## config.mk

```make
export PLATFORM = sky130hd
export DESIGN_NAME = czsm_divider
export DESIGN_NICKNAME = d
export VERILOG_FILES = /design/src/czsm_pkg.sv /design/src/czsm_divider.sv
export SDC_FILE = /design/constraint.sdc
export NUM_CORES = 1
export LEC_CHECK = 0
export BUFFER_PORTS_ARGS = -buffer_cell sky130_fd_sc_hd__buf_2
export CORE_MARGIN = 1.5
export CORE_UTILIZATION = 60
export DETAILED_ROUTE_END_ITERATION = 8
export GPL_TIMING_DRIVEN = 0
export PLACE_DENSITY = 0.82
export SETUP_SLACK_MARGIN = 0.3
export SLEW_MARGIN = 20
export SYNTH_ARGS = -nofsm -noshare
export SYNTH_HDL_FRONTEND = slang
export SYNTH_SLANG_ARGS = --single-unit
```

## constraint.sdc

```tcl
create_clock -name clk -period 16.69 [get_ports clk]
set_clock_uncertainty 0.2 [all_clocks]
set_input_delay 1.669 -clock clk [delete_from_list [all_inputs] [get_ports clk]]
set_output_delay 1.669 -clock clk [all_outputs]
set_load 0.03 [all_outputs]
```

## src/czsm_pkg.sv

```systemverilog
// ----------------------------------------------------------------------------
// czsm_pkg
// Shared constants and types of the calorimeter zero-suppression block.
// ----------------------------------------------------------------------------
package czsm_pkg;

  // List store geometry.
  localparam int MAX_CELLS = 32768;
  localparam int ADDR_W    = $clog2(MAX_CELLS);
  localparam int FILL_W    = ADDR_W + 1;
  localparam int MAX_DIM   = 32;

  // Field widths.
  localparam int E_W      = 32;
  localparam int IDX_W    = 5;
  localparam int DIM_W    = 6;
  localparam int TOTAL_W  = 47;
  localparam int WSUM_W   = 52;
  localparam int COUNT_W  = 16;
  localparam int MEAN_W   = 13;
  localparam int SPREAD_W = 16;
  localparam int ENTRY_W  = E_W + 2 * IDX_W;

  // Divider geometry: dividend covers the spread sums, divisor at most 256 * total.
  localparam int DIVD_W = 76;
  localparam int DIVS_W = 56;
  localparam int QUO_W  = 16;

  localparam logic [MEAN_W-1:0] MEAN_MAX = '1;

  // Configuration register indexes.
  localparam logic [7:0] REG_THRESHOLD = 8'd0;
  localparam logic [7:0] REG_RHO       = 8'd1;
  localparam logic [7:0] REG_PHI       = 8'd2;
  localparam logic [7:0] REG_Z         = 8'd3;

  typedef struct packed {
    logic              start;
    logic [DIVD_W-1:0] dividend;
    logic [DIVS_W-1:0] divisor;
  } div_req_t;

  typedef struct packed {
    logic             done;
    logic [QUO_W-1:0] quotient;
  } div_rsp_t;

endpackage

```

## src/czsm_divider.sv

```systemverilog
// ----------------------------------------------------------------------------
// czsm_divider
// Restoring divider, one quotient bit per cycle, saturating at 16 bits.
// ----------------------------------------------------------------------------
module czsm_divider (
  input  logic               clk,
  input  logic               rst_n,
  input  czsm_pkg::div_req_t req,
  output czsm_pkg::div_rsp_t rsp
);

  localparam int CNT_W = $clog2(czsm_pkg::QUO_W);

  logic                        busy_r;
  logic                        done_r;
  logic [czsm_pkg::DIVD_W-1:0] rem_r;
  logic [czsm_pkg::DIVD_W-1:0] dsh_r;
  logic [czsm_pkg::QUO_W-1:0]  q_r;
  logic [CNT_W-1:0]            cnt_r;
  logic [czsm_pkg::DIVD_W-1:0] top_div;
  logic                        ge;

  // Divisor aligned to the first quotient bit beyond range.
  assign top_div = czsm_pkg::DIVD_W'({req.divisor, {czsm_pkg::QUO_W{1'b0}}});
  assign ge      = rem_r >= dsh_r;

  // Control: start, busy flag and completion pulse.
  always_ff @(posedge clk) begin
    if (!rst_n) begin
      busy_r <= 1'b0;
      done_r <= 1'b0;
    end else begin
      done_r <= 1'b0;
      if (req.start) begin
        if (req.divisor == '0 || req.dividend >= top_div) begin
          done_r <= 1'b1;
        end else begin
          busy_r <= 1'b1;
        end
      end else if (busy_r && cnt_r == '0) begin
        busy_r <= 1'b0;
        done_r <= 1'b1;
      end
    end
  end

  // Datapath: trial subtraction of the shifted divisor.
  always_ff @(posedge clk) begin
    if (req.start) begin
      rem_r <= req.dividend;
      dsh_r <= top_div >> 1;
      cnt_r <= CNT_W'(czsm_pkg::QUO_W - 1);
      if (req.divisor == '0) begin
        q_r <= '0;
      end else begin
        q_r <= '1;
      end
    end else if (busy_r) begin
      if (ge) begin
        rem_r <= rem_r - dsh_r;
      end
      q_r   <= {q_r[czsm_pkg::QUO_W-2:0], ge};
      dsh_r <= dsh_r >> 1;
      cnt_r <= cnt_r - 1'b1;
    end
  end

  assign rsp.done     = done_r;
  assign rsp.quotient = q_r;

endmodule

```

After elaboration in Yosys (flattened, before gate mapping)
Index checks and enable logic that the tools add are counted.
{ "classes": {"add_sub_neg": 2, "multipliers": 0, "n_div": 0, "order_cmp": 2, "n_eq_ne": 1, "shifts": 0, "n_mux": 14, "bitwise": 0, "reduce_logical": 9} }
{ "ops": {"columns": ["operator", "n"], "rows": [
  ["2-to-1 mux 76 bit", 3],
  ["2-to-1 mux 71 bit", 2],
  [">= comparator 76 x 71 -> 1 bit", 1],
  [">= comparator 76 x 72 -> 1 bit", 1],
  ["subtractor 76 x 71 -> 76 bit", 1],
  ["zero test 56 bit", 1],
  ["2-to-1 mux 16 bit", 3],
  ["2-to-1 mux 1 bit", 6],
  ["nonzero test 2 bit", 3],
  ["zero test 4 bit", 1],
  ["AND reduction 2 bit", 2],
  ["subtractor 4 x 1 -> 4 bit (second input constant)", 1],
  ["!= test 2 bit (second input constant)", 1],
  ["logical AND 1 bit", 1],
  ["logical OR 1 bit", 1]
]} }
{ "totals": {"register_bits": 169, "latch_bits": 0, "mem_bits_rw": 0, "rom_bits": 0, "out_inout_bits": 17, "n_memories": 0} }

Depth between registers and ports, before layout
{ "logic_depth": {"depth_word": 4, "depth_mapped": 13, "mapped_depth_nobuf": 13} }

Worst setup path after synthesis
Ideal clock, no wire load.
{ "synth_timing": {"path_type": "in2reg", "startpoint": "in req[132] in the netlist's numbering", "endpoint": "reg rem_r[0] in the netlist's numbering (enable)", "setup_ps": 530, "t_arrival_ps": 6574, "slack_ps": 9386, "path_stages": 4, "n_path_buf": 2, "path_cell_list": "buf_6 -> buf_6 -> or2_2 -> a21boi_1"} }
{ "synth_via": {"elab_chain_len": 2, "elab_cells_between_ends": 3} }
{ "synth_rtl": {"columns": ["element", "line", "text"], "rows": [
  ["from (decl)", "czsm_divider.sv:8", "input czsm_pkg::div_req_t req,"],
  ["nonzero test 2 bit (no source line)", null, null],
  ["AND reduction 2 bit (no source line) *", null, null],
  ["to (signal assigned)", "czsm_divider.sv:50", "rem_r <= req.dividend;"],
  ["to (signal assigned)", "czsm_divider.sv:60", "rem_r <= rem_r - dsh_r;"],
  ["to (decl)", "czsm_divider.sv:16", "logic [czsm_pkg::DIVD_W-1:0] rem_r;"]
]} }
Every way passes the cells marked *; elsewhere a longest branch is shown, timed or not.
A chain may end at the register's enable or synchronous reset.

Worst setup path after layout
{ "layout_timing": {"startpoint": "reg rem_r[27] in the netlist's numbering", "endpoint": "reg rem_r[18] in the netlist's numbering (enable)"} }
{ "layout_via": {"elab_chain_len": 3} }
{ "layout_rtl": {"columns": ["element", "line", "text"], "rows": [
  [">= comparator 76 x 71 -> 1 bit", "czsm_divider.sv:25", "assign ge = rem_r >= dsh_r;"],
  ["nonzero test 2 bit (no source line)", null, null],
  ["AND reduction 2 bit (no source line)", null, null]
]} }
No other way between the ends.

==> impl_metrics.json <==
{
  "h-tree-depth": 4,
  "critPathKind": "reg -> reg",
  "clk_path_buf_depth": 2,
  "gp_congestion": 0.956,
  "synth-edff-count": 148,
  "timing.rr.start": "rem_r[27]$_DFFE_PP_",
  "vias_per_cell": 6.27,
  "finalNetCount": 1990,
  "async_flop_share": 0,
  "r2r_cells": 13,
  "setup_violations": 0,
  "firstDrtPassIters": 5,
  "synth_top_family_by_area": "compound AO/OA/AOI/OAI gates",
  "synthAdderAreaFrac": 0.123,
  "min_to": "cnt_r[1]$_SDFFE_PP1P_",
  "grt_pass1_wl_um": 63400,
  "tns_ns": 0,
  "drt_iter0_drc": 1110,
  "final_common_cell": "nand2_1",
  "insertion_delay_ns": 0.45,
  "status": "completed",
  "syn_area_um2": 13300,
  "synthSimpleGateAreaFrac": 0.173,
  "cts_tree": "yes",
  "p_leak_nw": 6.36,
  "cp-end-kind": "register",
  "worst_pin_slew_ns": 1.03,
  "holdCritPathClass": "reg -> reg",
  "finalHoldViolCount": 0,
  "yosys_warnings": 0,
  "min_from": "cnt_r[1]$_SDFFE_PP1P_",
  "post-route-period-util": 0.286,
  "postCtsSetupRepairBufs": 0,
  "synth_xor_area_frac": 0.0388,
  "synth-compound-area-share": 0.215,
  "maxCapViolCount": 0,
  "clk_pin_slew_ns": 0.08,
  "clock-root-buffer": "clkbuf_16",
  "crit_required_ns": 16.64,
  "synthFlopType": "edfxtp_1",
  "start_util": 0.610,
  "cts_hold_buf": 0,
  "r2r_slack_ns": 11.91,
  "mostFrequentLayoutCells": "202 x nand2_1, 173 x o21ai_0, 157 x inv_1",
  "drive_gt1_frac": 0.127,
  "grt_setup_unrepaired": "no",
  "grt_use_total": 0.347,
  "relSlewSlack": 0.316,
  "timing.rr.end": "rem_r[18]$_DFFE_PP_",
  "antenna_found_initial": 1,
  "holdPathStages": 2,
  "cts_buffers": 17,
  "ys_types": 82,
  "syn2layout_area_growth_pct": 14.2,
  "power.density_nw_per_um2": 98.8,
  "fillCellCount": 1792,
  "synthMuxAreaShare": 0.0170,
  "ant_nets": 0,
  "synth_nets": 1815,
  "crit_fanout": 20,
  "die_w_um": 152,
  "diodes": 0,
  "core-area_um2": 21800,
  "cts.sinks": 169,
  "yosysSeqAreaShare": 0.365,
  "ir_drop_mv": 0.0741,
  "grt.overflow.total": 0,
  "dpl.hpwl_um": 31700,
  "syn_avg_cell_area_um2": 8.59,
  "holdWs_ns": 0.314,
  "drc": 0,
  "drv_slew": 0,
  "wire_per_inst_um": 20.0,
  "synth_seq_cells": 169,
  "chipHeight_um": 152,
  "grt_pass1_vias": 12200,
  "port_buffers": 151,
  "num_vias": 12600,
  "dieArea_um2": 23100,
  "ios": 152,
  "cts_resized": 0,
  "syn_inst": 1550,
  "grt_max_degree": 44,
  "final.min_clock_period_ns": 4.78,
  "crit_path_start": "rem_r[27]$_DFFE_PP_",
  "max_freq_mhz": 209,
  "routed_wl_um": 40300,
  "rows": 54,
  "critPathLaunchType": "register",
  "crit_arrival_ns": 4.73
}
## cells by family after synthesis
group | Yosys count
DFF | 169
AOI/OAI and AO/OA | 466
and+or+nand+nor | 478
xor gates and xnor gates | 59
buffers and inverters | 226
muxes | 22
adders and majority gates | 130
## routing by layer
layer / vias up / part of all wire / GRT usage
met2: 564 / 0.47 / 0.567
met1: 5997 / 0.42 / 0.462
met4: 0 / 0.037 / 0.144
met5: - / 0 / 0
li1: 5979 / - / -
met3: 103 / 0.076 / 0.0511
## synth_stat cells (5+ instances only)
cell type	instances	area [µm²]
nand2_1	202	758
o21ai_0	173	866
inv_1	157	589
edfxtp_1	148	4440
ha_1	129	1610
a21oi_1	108	541
nor2_1	86	323
a21o_1	51	383
clkbuf_1	49	184
nand4_1	42	263
xnor2_1	39	342
nor4_1	25	156
o21a_1	23	173
nor3_1	22	110
dfxtp_1	21	420
nand3_1	21	105
xor2_1	20	175
mux2i_1	17	170
a211oi_1	14	105
o21bai_1	14	105
nor2b_1	13	81.3
a31oi_1	10	62.6
and2_1	10	62.6
or3_1	10	62.6
buf_1	9	33.8
o211ai_1	8	60.1
a311oi_1	7	61.3
and4_1	7	61.3
nand2b_1	7	43.8
or4_1	7	52.6
o31ai_1	6	45.0
a41oi_1	5	43.8
mux2_2	5	56.3
## how the worst max path moves through the flow
stage / end / slack, ns / cells past startpoint
finish: rem_r[18]$_DFFE_PP_ / 11.91 / 13
floorplan: rem_r[0]$_DFFE_PP_ / 9.39 / 4
CTS: rem_r[16]$_DFFE_PP_ / 11.92 / 13
global route: rem_r[1]$_DFFE_PP_ / 11.64 / 13
global placement: rem_r[29]$_DFFE_PP_ / 6.40 / 5
detailed placement: busy_r$_SDFFE_PN0P_ / 11.76 / 12
## stage by stage
step / power, W / instance area [µm²] / instances / util / setup WS (ns)
CTS: 0.00149 / 15200 / 2018 / 0.697 / 11.92
floorplan: 0.000915 / 13300 / 1550 / - / 9.39
detailed placement: 0.00106 / 14600 / 1986 / 0.668 / 11.76
global route: 0.00158 / 15200 / 2018 / 0.697 / 11.64
global placement: 0.00105 / 14400 / 1981 / 0.661 / 6.40
finish: 0.00150 / 15200 / 2018 / 0.697 / 11.91
## flip-flops by register name, summed over array words and instances, names as in the netlist
name / cells
rem_r: 76
dsh_r: 71
q_r: 16
cnt_r: 4
busy_r: 1
done_r: 1
## layout make-up
cell class	count	area (µm²)	area share
Clock buffer	21	514	0.0338
Buffer	69	315	0.0207
Timing Repair Buffer	156	893	0.0588
Clock inverter	11	116	0.00765
Inverter	157	589	0.0388
Multi-Input combinational cell	1155	7560	0.497
Tap cell	280	350	0.0230
Sequential cell	169	4860	0.320
## worst max-delay path, cell delays in order, from the launching register on
cell	delay (ns)
edfxtp_1	0.44
ha_1	0.30
clkbuf_1	0.32
nand3_1	0.21
nor4_1	0.40
nand2_1	0.29
or3_1	0.46
a21oi_2	0.30
o21ai_1	0.13
a311o_1	0.38
a21boi_4	0.45
buf_16	0.22
buf_16	0.17
buf_16	0.18
## report_power, final
group	leakage [nW]	total, W	internal [W]	switching [W]
clock network	0.314	0.000432	0.000230	0.000202
registers	1.61	0.000529	0.000512	0.0000171
logic	4.44	0.000541	0.000206	0.000335
total	6.36	0.00150	0.000948	0.000553
No activity file was read; power rests on OpenSTA's default activity.
